`config.mk`:
```
export PLATFORM = sky130hd
export DESIGN_NAME = lrc_frame_receiver
export DESIGN_NICKNAME = d
export VERILOG_FILES = /design/src/sv/lrc_pkg.sv /design/src/sv/lrc_frame_receiver.sv
export SDC_FILE = /design/constraint.sdc
export NUM_CORES = 1
export LEC_CHECK = 0
export ABC_CLOCK_PERIOD_IN_PS = 8100
export BUFFER_PORTS_ARGS = -buffer_cell sky130_fd_sc_hd__buf_2
export CAP_MARGIN = 20
export CORE_ASPECT_RATIO = 1.25
export CORE_MARGIN = 5
export CORE_UTILIZATION = 50
export DETAILED_ROUTE_END_ITERATION = 12
export GPL_ROUTABILITY_DRIVEN = 0
export HOLD_SLACK_MARGIN = 0.03
export PLACE_DENSITY_LB_ADDON = 0.3
export SYNTH_ARGS = -nofsm -noshare
export SYNTH_HDL_FRONTEND = slang
export SYNTH_SLANG_ARGS = --single-unit
export TNS_END_PERCENT = 5
```
`constraint.sdc`:
```
create_clock -name clk -period 8.1 [get_ports clk]
set_input_delay 0.81 -clock clk [delete_from_list [all_inputs] [get_ports clk]]
set_output_delay 0.81 -clock clk [all_outputs]
set_load 0.01 [all_outputs]
```
`src/sv/lrc_pkg.sv`:
```
// ----------------------------------------------------------------------------
// lrc_pkg
// Shared types and constants for the LRC frame receiver.
// ----------------------------------------------------------------------------
package lrc_pkg;

    localparam logic [7:0] HDR_TO_HOST    = 8'hAA;
    localparam logic [7:0] HDR_TO_DEV     = 8'h55;
    localparam logic [7:0] FRAME_LEN_CODE = 8'h0D;

    localparam int STORE_DEPTH = 12;
    localparam int DATA_BYTES  = 9;
    localparam int IDX_W       = 4;

    // Frame positions
    localparam int POS_HDR = 0;
    localparam int POS_CMD = 2;
    localparam int POS_DAT = 3;

    typedef enum logic [1:0] {
        PH_HUNT = 2'd0,
        PH_HEAD = 2'd1,
        PH_LEN  = 2'd2,
        PH_BODY = 2'd3
    } phase_t;

    typedef enum logic [1:0] {
        ST_GOOD    = 2'd0,
        ST_BAD_LRC = 2'd1,
        ST_BAD_LEN = 2'd2
    } status_t;

    typedef struct packed {
        status_t                          status;
        logic                             from_afe;
        logic [7:0]                       command;
        logic [DATA_BYTES-1:0][7:0]       data;
    } result_t;

endpackage

```
`src/sv/lrc_frame_receiver.sv`:
```
// ----------------------------------------------------------------------------
// lrc_frame_receiver
// Deframes fixed 13-byte frames with LRC check from a received byte stream.
// ----------------------------------------------------------------------------
// Usage:
//   Input channel (in_valid / in_ready / rx_byte) takes one received word per
//   handshake. A frame is header (0xAA or 0x55), length (0x0D), command,
//   nine data bytes and an LRC byte; the LRC is the two's complement of the
//   8-bit sum of the first twelve bytes. Words outside a frame that are not
//   a header are dropped without a result.
//   Output channel (out_valid / out_ready / status, from_afe, command,
//   data_0..data_8) carries one result per completed frame (status good or
//   checksum mismatch) and one per bad length byte (status bad length, with
//   command and data zeroed); a bad length byte returns the parser to the hunt.
//   Each result is registered from the word that completes it.
//   Throughput: one word per cycle while in_ready is high. The parser,
//   running sum and frame store update in the same cycle a word is accepted.
//   Stall: results sit in an output register backed by a one-entry skid
//   register, so words keep flowing while one result waits; in_ready drops
//   only when both are full.
//   Reset: rst_n (async, active low) returns the parser to the hunt and
//   empties both output slots; the frame store is not cleared.
// ----------------------------------------------------------------------------
module lrc_frame_receiver (
    input  logic       clk,
    input  logic       rst_n,
    input  logic       in_valid,
    output logic       in_ready,
    input  logic [7:0] rx_byte,
    output logic       out_valid,
    input  logic       out_ready,
    output logic [1:0] status,
    output logic       from_afe,
    output logic [7:0] command,
    output logic [7:0] data_0,
    output logic [7:0] data_1,
    output logic [7:0] data_2,
    output logic [7:0] data_3,
    output logic [7:0] data_4,
    output logic [7:0] data_5,
    output logic [7:0] data_6,
    output logic [7:0] data_7,
    output logic [7:0] data_8
);
    import lrc_pkg::*;

    // Parser state
    phase_t           phase_reg, phase_next;
    logic [IDX_W-1:0] idx_reg, idx_next;
    logic [7:0]       sum_reg, sum_next;
    logic [7:0]       store_reg [STORE_DEPTH];

    // Output register and skid slot
    logic    out_valid_reg, skid_valid_reg;
    result_t out_reg, skid_reg;

    logic       accept, pop;
    logic       emit;
    logic       put;        // store the word and advance index and sum
    logic       restart;    // header seen: start a fresh frame
    result_t    res;
    logic [IDX_W-1:0] put_idx;
    logic [7:0]       put_sum;
    logic [7:0]       expect_lrc;

    assign in_ready = !skid_valid_reg;
    assign accept   = in_valid && in_ready;
    assign pop      = out_valid_reg && out_ready;

    // Next phase
    always_comb
    begin
        phase_next = phase_reg;
        if (accept)
        begin
            unique case (phase_reg)
                PH_HUNT:
                begin
                    if (rx_byte == HDR_TO_HOST || rx_byte == HDR_TO_DEV)
                        phase_next = PH_HEAD;
                end
                PH_HEAD: phase_next = (rx_byte == FRAME_LEN_CODE) ? PH_LEN : PH_HUNT;
                PH_LEN:  phase_next = PH_BODY;
                PH_BODY:
                begin
                    if (idx_reg >= IDX_W'(STORE_DEPTH))
                        phase_next = PH_HUNT;
                end
                default: phase_next = PH_HUNT;
            endcase
        end
    end

    // Datapath control and result
    always_comb
    begin
        emit    = 1'b0;
        put     = 1'b0;
        restart = 1'b0;
        res     = '0;
        res.from_afe = (store_reg[POS_HDR] == HDR_TO_HOST);
        expect_lrc   = 8'(8'd0 - sum_reg);
        unique case (phase_reg)
            PH_HUNT:
            begin
                if (rx_byte == HDR_TO_HOST || rx_byte == HDR_TO_DEV)
                begin
                    restart = 1'b1;
                    put     = 1'b1;
                end
            end
            PH_HEAD:
            begin
                if (rx_byte == FRAME_LEN_CODE)
                    put = 1'b1;
                else
                begin
                    emit       = 1'b1;
                    res.status = ST_BAD_LEN;
                end
            end
            PH_LEN: put = 1'b1;
            PH_BODY:
            begin
                if (idx_reg < IDX_W'(STORE_DEPTH))
                    put = 1'b1;
                else
                begin
                    emit        = 1'b1;
                    res.status  = (expect_lrc == rx_byte) ? ST_GOOD : ST_BAD_LRC;
                    res.command = store_reg[POS_CMD];
                    for (int k = 0; k < DATA_BYTES; k++)
                        res.data[k] = store_reg[POS_DAT + k];
                end
            end
            default: ;
        endcase

        // A header restarts index and sum before the put
        put_idx  = restart ? '0 : idx_reg;
        put_sum  = restart ? 8'd0 : sum_reg;
        idx_next = idx_reg;
        sum_next = sum_reg;
        if (accept && put)
        begin
            idx_next = put_idx + 1'b1;
            sum_next = put_sum + rx_byte;
        end
    end

    always_ff @(posedge clk or negedge rst_n)
    begin
        if (!rst_n)
        begin
            phase_reg <= PH_HUNT;
            idx_reg   <= '0;
            sum_reg   <= '0;
        end
        else
        begin
            phase_reg <= phase_next;
            idx_reg   <= idx_next;
            sum_reg   <= sum_next;
        end
    end

    // Frame store: one write port, entries read at fixed positions
    always_ff @(posedge clk)
    begin
        if (accept && put && put_idx < IDX_W'(STORE_DEPTH))
            store_reg[put_idx] <= rx_byte;
    end

    // Output slot and skid slot
    always_ff @(posedge clk or negedge rst_n)
    begin
        if (!rst_n)
        begin
            out_valid_reg  <= 1'b0;
            skid_valid_reg <= 1'b0;
        end
        else if (skid_valid_reg)
        begin
            if (pop)
            begin
                out_valid_reg  <= 1'b1;
                skid_valid_reg <= 1'b0;
            end
        end
        else if (accept && emit)
        begin
            if (!out_valid_reg || pop)
                out_valid_reg <= 1'b1;
            else
                skid_valid_reg <= 1'b1;
        end
        else if (pop)
            out_valid_reg <= 1'b0;
    end

    always_ff @(posedge clk)
    begin
        if (skid_valid_reg)
        begin
            if (pop)
                out_reg <= skid_reg;
        end
        else if (accept && emit)
        begin
            if (!out_valid_reg || pop)
                out_reg <= res;
            else
                skid_reg <= res;
        end
    end

    assign out_valid = out_valid_reg;
    assign status    = out_reg.status;
    assign from_afe  = out_reg.from_afe;
    assign command   = out_reg.command;
    assign data_0    = out_reg.data[0];
    assign data_1    = out_reg.data[1];
    assign data_2    = out_reg.data[2];
    assign data_3    = out_reg.data[3];
    assign data_4    = out_reg.data[4];
    assign data_5    = out_reg.data[5];
    assign data_6    = out_reg.data[6];
    assign data_7    = out_reg.data[7];
    assign data_8    = out_reg.data[8];

endmodule

```
==> results of run 1 <==
cells in the final DEF, fill, tap and decap left out, types with 6 or more instances in the layout:
cell / count
buf_2: 96
clkbuf_1: 7
xor2_1: 8
a21oi_1: 6
mux2_2: 83
nand2_1: 8
nor2_1: 17
dfrtp_1: 16
o21ai_0: 14
ha_1: 12
inv_1: 17
and2_1: 89
edfxtp_1: 254
o21ai_1: 6
clkbuf_16: 27
synth_stat cells (5+ instances only):
cell / n / area, um^2
ha_1: 12 / 150
a21oi_1: 6 / 30.0
o21ai_1: 6 / 30.0
clkbuf_1: 23 / 86.3
mux2_2: 83 / 935
o21ai_0: 14 / 70.1
nor2_1: 17 / 63.8
inv_1: 18 / 67.6
xnor2_1: 5 / 43.8
and2_1: 89 / 557
nor2b_1: 5 / 31.3
nand2_1: 8 / 30.0
edfxtp_1: 254 / 7630
xor2_1: 8 / 70.1
nand2b_1: 5 / 31.3
dfrtp_1: 16 / 400
stage by stage:
step / util [%] / total power [mW] / setup slack [ns] / area [um^2] / hold slack [ns]
2_1_floorplan: - / 2.15 / 0.473 / 10800 / 0.472
3_3_place_gp: 54.0 / 2.29 / 4.23 / 11600 / 0.475
3_5_place_dp: 54.0 / 2.32 / 4.06 / 11600 / 0.490
4_1_cts: 57.9 / 3.48 / 4.53 / 12400 / 0.202
5_1_grt: 58.0 / 3.60 / 4.20 / 12400 / 0.229
6_report: 58.0 / 3.45 / 4.49 / 12400 / 0.208
per-layer routing:
metal  up-vias  part of all wire (%)  wire (um)  GRT usage [%]
met2       142                    51       9940           27.4
met5         -                     0          0              0
met3        34                   5.3       1040           2.34
met1      2766                    42       8240           20.7
met4         0                   2.1        405           5.13
li1       2592                     -          -              -
critical path, delay by kind of cell:
| kind | cells | cell delay, ns |
|---|---|---|
| compound gates | 4 | 1.18 |
| fa+ha+maj | 2 | 0.60 |
| buf+inv | 2 | 0.39 |
| simple gates | 5 | 1.01 |
kinds of logic (layout without fill, tap and decap cells):
kind of cell | Yosys count | after routing | synth area share, %
flip-flops | 270 | 270 | 74.5
AND/OR/NAND/NOR | 155 | 155 | 8.79
multiplexers | 85 | 85 | 8.86
AO/OA/AOI/OAI | 57 | 57 | 3.61
buffers and inverters | 44 | 167 | 1.57
adder cells (fa/ha/maj) | 13 | 13 | 1.58
XOR/XNOR | 13 | 13 | 1.06
power by group through the flow:
stage	logic, mW	clock network [mW]	registers, mW
after floorplan	0.394	0	1.76
after global placement	0.564	0	1.73
after global routing	0.652	1.23	1.71
after CTS	0.597	1.18	1.70
after detailed placement	0.592	0	1.73
final	0.594	1.15	1.70
layout make-up:
class                   count  share of cell area [%]
clock buffers              37                    5.98
clock inverters            10                   0.695
inverters                  18                   0.554
multi-input cells         323                    20.9
flip-flops and latches    270                    64.6
well taps                 279                    2.81
repair buffers            102                    4.39
how the worst max path moves through the flow:
stage                from                      to  slack [ns]  cells past startpoint
6_report       rx_byte[7]  sum_reg[6]$_DFFE_PN0P_        4.49                     13
5_1_grt        rx_byte[1]  sum_reg[6]$_DFFE_PN0P_        4.20                     13
4_1_cts        rx_byte[7]  sum_reg[6]$_DFFE_PN0P_        4.53                     13
3_5_place_dp   rx_byte[7]  sum_reg[6]$_DFFE_PN0P_        4.06                     13
3_3_place_gp   rx_byte[7]  sum_reg[6]$_DFFE_PN0P_        4.23                     13
2_1_floorplan  rx_byte[3]   skid_reg[0]$_DFFE_PP_        0.47                      4
==> out/metrics.cfg, run 1 <==
[layout]
syn_to_final_growth_pct = 15.3
finalNetCount = 766
multi_input_area_mm2 = 0.00260
seqCellArea_mm2 = 0.00803
drive_gt1_share_pct = 30.9
fill_cells = 1667
instances_no_fill = 1039
largest_reg_flops = 88
antenna_cells = 0

[detailed_routing]
drtAntennaViolNets = 0
drc = 0
dr.pass1.iters = 4
first_iter_violations = 361
vias_per_cell = 5.33
vias = 5534
routed_wl_um = 19600
drt-wirelength-per-cell_um = 18.9

[setup_path]
crit_arrival_ns = 4.02
r2r-end = sum_reg[6]$_DFFE_PN0P_
crit_required_ns = 8.50
cp-start-kind = input port
crit_chain = buf_2 -> nand2b_1 -> nor3_2 -> o21ai_1 -> and2_1 -> ha_1 -> inv_1 -> fa_1 -> nand2b_1 -> a21oi_1 -> o21ai_0 -> and3_1 -> o31ai_1
reg2reg_setup_slack_ns = 5.15
slowest_stage = o21ai_1
ff2ff_path_depth = 11
worstSetupPathType = in2reg
cp_common_cell = nand2b_1
worstSetupEndpointType = flop
worst-path-max-fanout = 17
reg2reg_from = phase_reg[0]$_DFFE_PN0P_
critPathMaxStageDelay_ns = 0.67

[clocking]
cts_setup_buffers = 0
cts_root_buffer = clkbuf_16
cts_buffers = 26
cts.clk_slew.worst_paths_ns = 0.07
clk_latency_ns = 0.52
ctsResizeCount = 0
cts_tree = done
htree_levels = 1
postCtsHoldBufs = 0
clk_path_buf_depth = 3
cts_sinks = 270

[yosys]
ys_seq_area_share_pct = 74.5
avgSynthCellArea_um2 = 16.9
syn_inst = 637
syn_nets = 662
synthFlopType = edfxtp_1
synth_area_mm2 = 0.0108
synthArstFlopShare_pct = 5.93
yosysUniqueCellTypes = 52
ys_seq_elements = 270
synth_edf_count = 254
synth_warnings = 0

[timing]
max_freq_mhz = 277
relSlewSlack_pct = 42.5
timing.final.crit_period_ns = 3.61
grt_setup_unrepaired = false
slew_violations = 0
worst_pin_slew_ns = 0.862
finalSetupTns_ns = 0
fin_crit_sh_pct = 44.6
hold_violations = 0
setup_viol_count_final = 0
skew_ns = 0.0170

[power]
leakagePower_nw = 4.65
vdd_drop_max_v = 0.000188
swShare_pct = 25.9
p_switching_uw = 894
p_clk_share_pct = 33.4
intPower_mw = 2.56
combPwrFrac_pct = 17.2
pwr-share-seq_pct = 49.4
p_per_area_mw_per_mm2 = 278

[global_route]
grt_pass1_vias = 5850
grt_usage_pct = 15.9
grt_max_degree = 84
antenna_found_initial = 0
grt_overflow_total = 0
grt_pass1_wl_um = 31400

[outcome]
status = finished clean

[flow_run]
max-cap-violations = 0

[die]
start_util_pct = 50.3
placementRows = 60
die-area_mm2 = 0.0246
ios = 97
core-area_mm2 = 0.0214
die_h_um = 174
fp.dieW_um = 141

[hold_path]
min_path_type = in2async

[placed_design]
io_buffers = 96
dp.cells = 990
hpwl_um = 12100

Power figures use the tool's default switching activity.
==> inputs of run 2 (changes only) <==
ABC_CLOCK_PERIOD_IN_PS = 3400   (was 8100)
clock period = 3.4 ns   (was 8.1 ns; I/O delays follow)
==> run 2 against run 1 <==
Net effect: clock power rose by 130%; combinational power up 150%; total power up 140%.
==> out/metrics.cfg, run 2 (synthesis results as in run 1) <==
[outcome]
status = finished clean

[power]
intPower_mw = 6.05
pwr-share-seq_pct = 49.4
combPwrFrac_pct = 18.1
leakagePower_nw = 4.73
p_switching_mw = 2.14
vdd_drop_max_v = 0.000390
p_per_area_mw_per_mm2 = 653
swShare_pct = 26.1
p_clk_share_pct = 32.5

[clocking]
ctsResizeCount = 0
cts_sinks = 270
cts.clk_slew.worst_paths_ns = 0.06
clk_latency_ns = 0.51
htree_levels = 1
cts_tree = done
cts_buffers = 26
clk_path_buf_depth = 3
cts_root_buffer = clkbuf_16
postCtsHoldBufs = 1
cts_setup_buffers = 0

[global_route]
grt_overflow_total = 0
antenna_found_initial = 0
grt_pass1_wl_um = 31700
grt_max_degree = 84
grt_pass1_vias = 5747
grt_usage_pct = 16.2

[setup_path]
crit_arrival_ns = 3.42
cp-start-kind = flop
crit_chain = nor2_1 -> o21ai_1 -> and2_1 -> ha_1 -> inv_1 -> fa_1 -> nand2b_1 -> a21oi_1 -> o21ai_0 -> and3_1 -> o31ai_1
crit_family = compound AO/OA/AOI/OAI gates
worstSetupEndpointType = flop
worst-path-max-fanout = 13
critPathMaxStageDelay_ns = 0.54
crit_required_ns = 3.82
worstSetupPathType = reg2reg
slowest_stage = dfrtp_1
path_buf_inv = 1

[detailed_routing]
vias_per_cell = 5.30
first_iter_violations = 402
wl_met1_um = 8270
drtAntennaViolNets = 0
dr.pass1.iters = 4
wl_met2_um = 10600
routed_wl_um = 20300
wl_met3_um = 1020
routed.top_layer = met4
vias = 5595
drt-wirelength-per-cell_um = 19.3
drc = 0

[timing]
setup_viol_count_final = 0
fin_crit_sh_pct = 88.2
worst_pin_slew_ns = 1.04
slew_violations = 0
timing.final.crit_period_ns = 3.00
relSlewSlack_pct = 30.3
max_freq_mhz = 333
grt_setup_unrepaired = false
skew_ns = 0.0116
finalSetupTns_ns = 0
hold_violations = 0

[layout]
finish.utilization_pct = 58.7
syn_to_final_growth_pct = 16.5
antenna_cells = 0
mostFrequentLayoutCell = edfxtp_1
fill_cells = 1630
multi_input_area_mm2 = 0.00262
layout_common_cells = 254 x edfxtp_1, 96 x buf_2, 89 x and2_1
drive_gt1_share_pct = 32.0
largest_reg_flops = 88
finalNetCount = 782
instances_no_fill = 1055
seqCellArea_mm2 = 0.00803

[hold_path]
min_path_type = in2reg

[placed_design]
io_buffers = 96
dp.cells = 1005
hpwl_um = 13200

[die]
ios = 97
die-area_mm2 = 0.0246
core-area_mm2 = 0.0214
fp.dieW_um = 141
die_h_um = 174
placementRows = 60
start_util_pct = 50.3

[flow_run]
max-cap-violations = 0

run 2: changes by cell type in the layout (fill, tap and decap cells not counted), sizes merged:
cell and delta:
clkbuf -6, dlygate4sd3 +1, inv +1, clkinv +4, buf +16
run 2: worst paths after layout:
check | startpoint | to | slack, ns | depth (start not counted)
min in group asynchronous | rst_n | out_valid$_DFFE_PN0P_ | 0.28 | 2
worst max register to register | flop | sum_reg[6]$_DFFE_PN0P_ | 0.40 | 11
worst min register to register | out_valid$_DFFE_PN0P_ | skid_valid_reg$_DFF_PN0_ | 0.51 | 1
worst min-delay path | out_ready | skid_valid_reg$_DFF_PN0_ | 0.11 | 2
worst max-delay path | flop | sum_reg[6]$_DFFE_PN0P_ | 0.40 | 11
max in group asynchronous | rst_n | idx_reg[2]$_DFFE_PN0P_ | 2.82 | 2
run 2: stage by stage:
step	power [mW]	area (um^2)	hold WS (ns)	setup slack, ns
2_1_floorplan	5.13	10800	0.0444	-0.0143
3_3_place_gp	5.52	11700	0.282	0.196
3_5_place_dp	5.59	11700	0.284	0.0367
4_1_cts	8.25	12500	0.0910	0.482
5_1_grt	8.55	12600	0.109	0.266
6_report	8.19	12600	0.111	0.401
run 2: area by class of cell:
cell class              count  share of cell area, %
repair buffers            118                   5.52
flip-flops and latches    270                   64.0
inverters                  18                  0.548
well taps                 279                   2.78
clock buffers              32                   5.53
clock inverters            15                  0.787
multi-input cells         323                   20.9
run 2: power groups by stage:
stage,Clock [mW],Combinational [mW],Sequential (mW)
finish,2.66,1.48,4.05
global route,2.87,1.62,4.07
CTS,2.72,1.48,4.05
detailed placement,0,1.47,4.12
global placement,0,1.41,4.11
floorplan,0,0.973,4.16
run 2: worst reg2reg max path, delay by kind of cell (launching register included):
family / cells / cell delay, ns
fa+ha+maj: 2 / 0.60
compound gates: 4 / 0.98
buf+inv: 1 / 0.07
simple gates: 4 / 0.72
flops: 1 / 0.54
run 2: metal layers:
| layer | up-vias | track usage [%] |
|---|---|---|
| met3 | 30 | 2.53 |
| met2 | 146 | 28.4 |
| li1 | 2620 | - |
| met5 | - | 0 |
| met1 | 2799 | 20.8 |
| met4 | 0 | 4.48 |
==> inputs of run 3 (changes only) <==
CELL_PAD_IN_SITES_DETAIL_PLACEMENT = 1   (was unset)
CELL_PAD_IN_SITES_GLOBAL_PLACEMENT = 1   (was unset)
==> run 3 against run 2 <==
Net effect: highest routed layer unchanged; critical endpoint unchanged; maximum frequency is 6.3% higher; clock skew increased by 0.0073 ns; clock power shrank 2%; register-to-register slack better by 0.18 ns; final cell count rose by 0.19%; largest cell class unchanged.
==> out/metrics.cfg, run 3 (synthesis results as in run 1) <==
[layout]
syn_to_final_growth_pct = 16.3
drive_gt1_share_pct = 32.5
finalNetCount = 785
fill_cells = 2022
layout_common_cells = 254 x edfxtp_1, 96 x buf_2, 89 x and2_1
largest_reg_flops = 88
antenna_cells = 0
mostFrequentLayoutCell = edfxtp_1

[timing]
skew_ns = 0.0189
timing.final.crit_period_ns = 2.82
fin_crit_sh_pct = 83.0
hold_slack_ns = 0.113
finalSetupTns_ns = 0
grt_setup_unrepaired = false
max_freq_mhz = 354
relSlewSlack_pct = 23.7
worst_pin_slew_ns = 1.15
setup_viol_count_final = 0
slew_violations = 0
hold_violations = 0

[flow_run]
max-cap-violations = 0

[setup_path]
crit_arrival_ns = 3.25
worst-path-max-fanout = 9
worstSetupEndpointType = flop
cp-start-kind = flop
worstSetupPathType = reg2reg
crit_required_ns = 3.83

[outcome]
status = finished clean

[detailed_routing]
drt-wirelength-per-cell_um = 22.2
vias = 5696
dr.pass1.iters = 5
first_iter_violations = 386
drc = 0
routed_wl_um = 23500
vias_per_cell = 5.39
drtAntennaViolNets = 0

[clocking]
cts_tree = done
cts_buffers = 25
cts.clk_slew.worst_paths_ns = 0.07
htree_levels = 1
cts_root_buffer = clkbuf_16
clk_path_buf_depth = 3
clk_latency_ns = 0.53
cts_sinks = 270
ctsResizeCount = 0

[power]
total_power_mw = 8.17
p_per_area_mw_per_mm2 = 652
vdd_drop_max_v = 0.000339
leakagePower_nw = 4.72

[die]
die_h_um = 174
ios = 97
fp.dieW_um = 141
die-area_mm2 = 0.0246
core-area_mm2 = 0.0214
placementRows = 60
start_util_pct = 50.3

[placed_design]
io_buffers = 96
hpwl_um = 15300

[global_route]
grt_pass1_wl_um = 36400
antenna_found_initial = 0
grt_overflow_total = 0
grt_usage_pct = 19.1
grt_max_degree = 84
grt_pass1_vias = 6157

[hold_path]
min_path_type = in2reg

[run 3: changes by cell type in the layout (fill, tap and decap cells not counted), moves of 2 or more]
cell / before / now
clkinv_1: 9 / 6
clkinv_2: 4 / 6
inv_6: 0 / 2
clkbuf_16: 27 / 25
buf_4: 18 / 22
[run 3: layout make-up]
class                   instances  area, um^2  share of cell area [%]
flip-flops and latches        270        8030                    64.1
clock buffers                  30         644                    5.14
multi-input cells             323        2620                    20.9
well taps                     279         349                    2.79
repair buffers                122         716                    5.71
inverters                      18        68.8                   0.549
clock inverters                15         103                   0.819
[run 3: repair_timing]
action / CTS / global route
endpoints found under the hold margin: 16 / 0
hold buffers: 1 / 0
buffers inserted: 0 / 0
[run 3: per-stage QoR]
step,util [%],worst slack (ns),area (um^2),instances
CTS,58.5,0.560,12500,1056
finish,58.6,0.579,12500,1057
floorplan,-,-0.0143,10800,637
global placement,54.9,0.314,11800,1010
detailed placement,54.9,0.152,11800,1010
global route,58.6,0.416,12500,1057
[run 3: power breakdown]
group / switching, mW / internal [mW]
combinational: 0.891 / 0.626
clock: 1.17 / 1.43
sequential: 0.146 / 3.91
total: 2.20 / 5.96
[run 3: worst paths after layout]
path	end	depth (start not counted)	start	slack, ns
max	sum_reg[6]$_DFFE_PN0P_	11	flop	0.58
min	skid_valid_reg$_DFF_PN0_	2	out_ready	0.11
max reg2reg	sum_reg[6]$_DFFE_PN0P_	11	flop	0.58
min reg2reg	skid_valid_reg$_DFF_PN0_	1	out_valid$_DFFE_PN0P_	0.54
max in group asynchronous	idx_reg[1]$_DFFE_PN0P_	2	rst_n	2.86
min in group asynchronous	phase_reg[0]$_DFFE_PN0P_	2	rst_n	0.25
[run 3: routing by layer]
layer  share of wire, %  track usage (%)
met5                  0                0
met2                 55             34.7
met3                4.2             2.75
met4                1.9             5.17
met1                 39             23.8
[run 3: worst max-delay path, stage by stage (launching register included)]
cell	delay [ns]
dfrtp_1	0.55
nor2_1	0.09
o21ai_1	0.32
and2_1	0.21
ha_1	0.19
inv_1	0.06
fa_1	0.40
nand2b_1	0.20
a21oi_1	0.19
o21ai_0	0.12
and3_1	0.19
o31ai_1	0.20
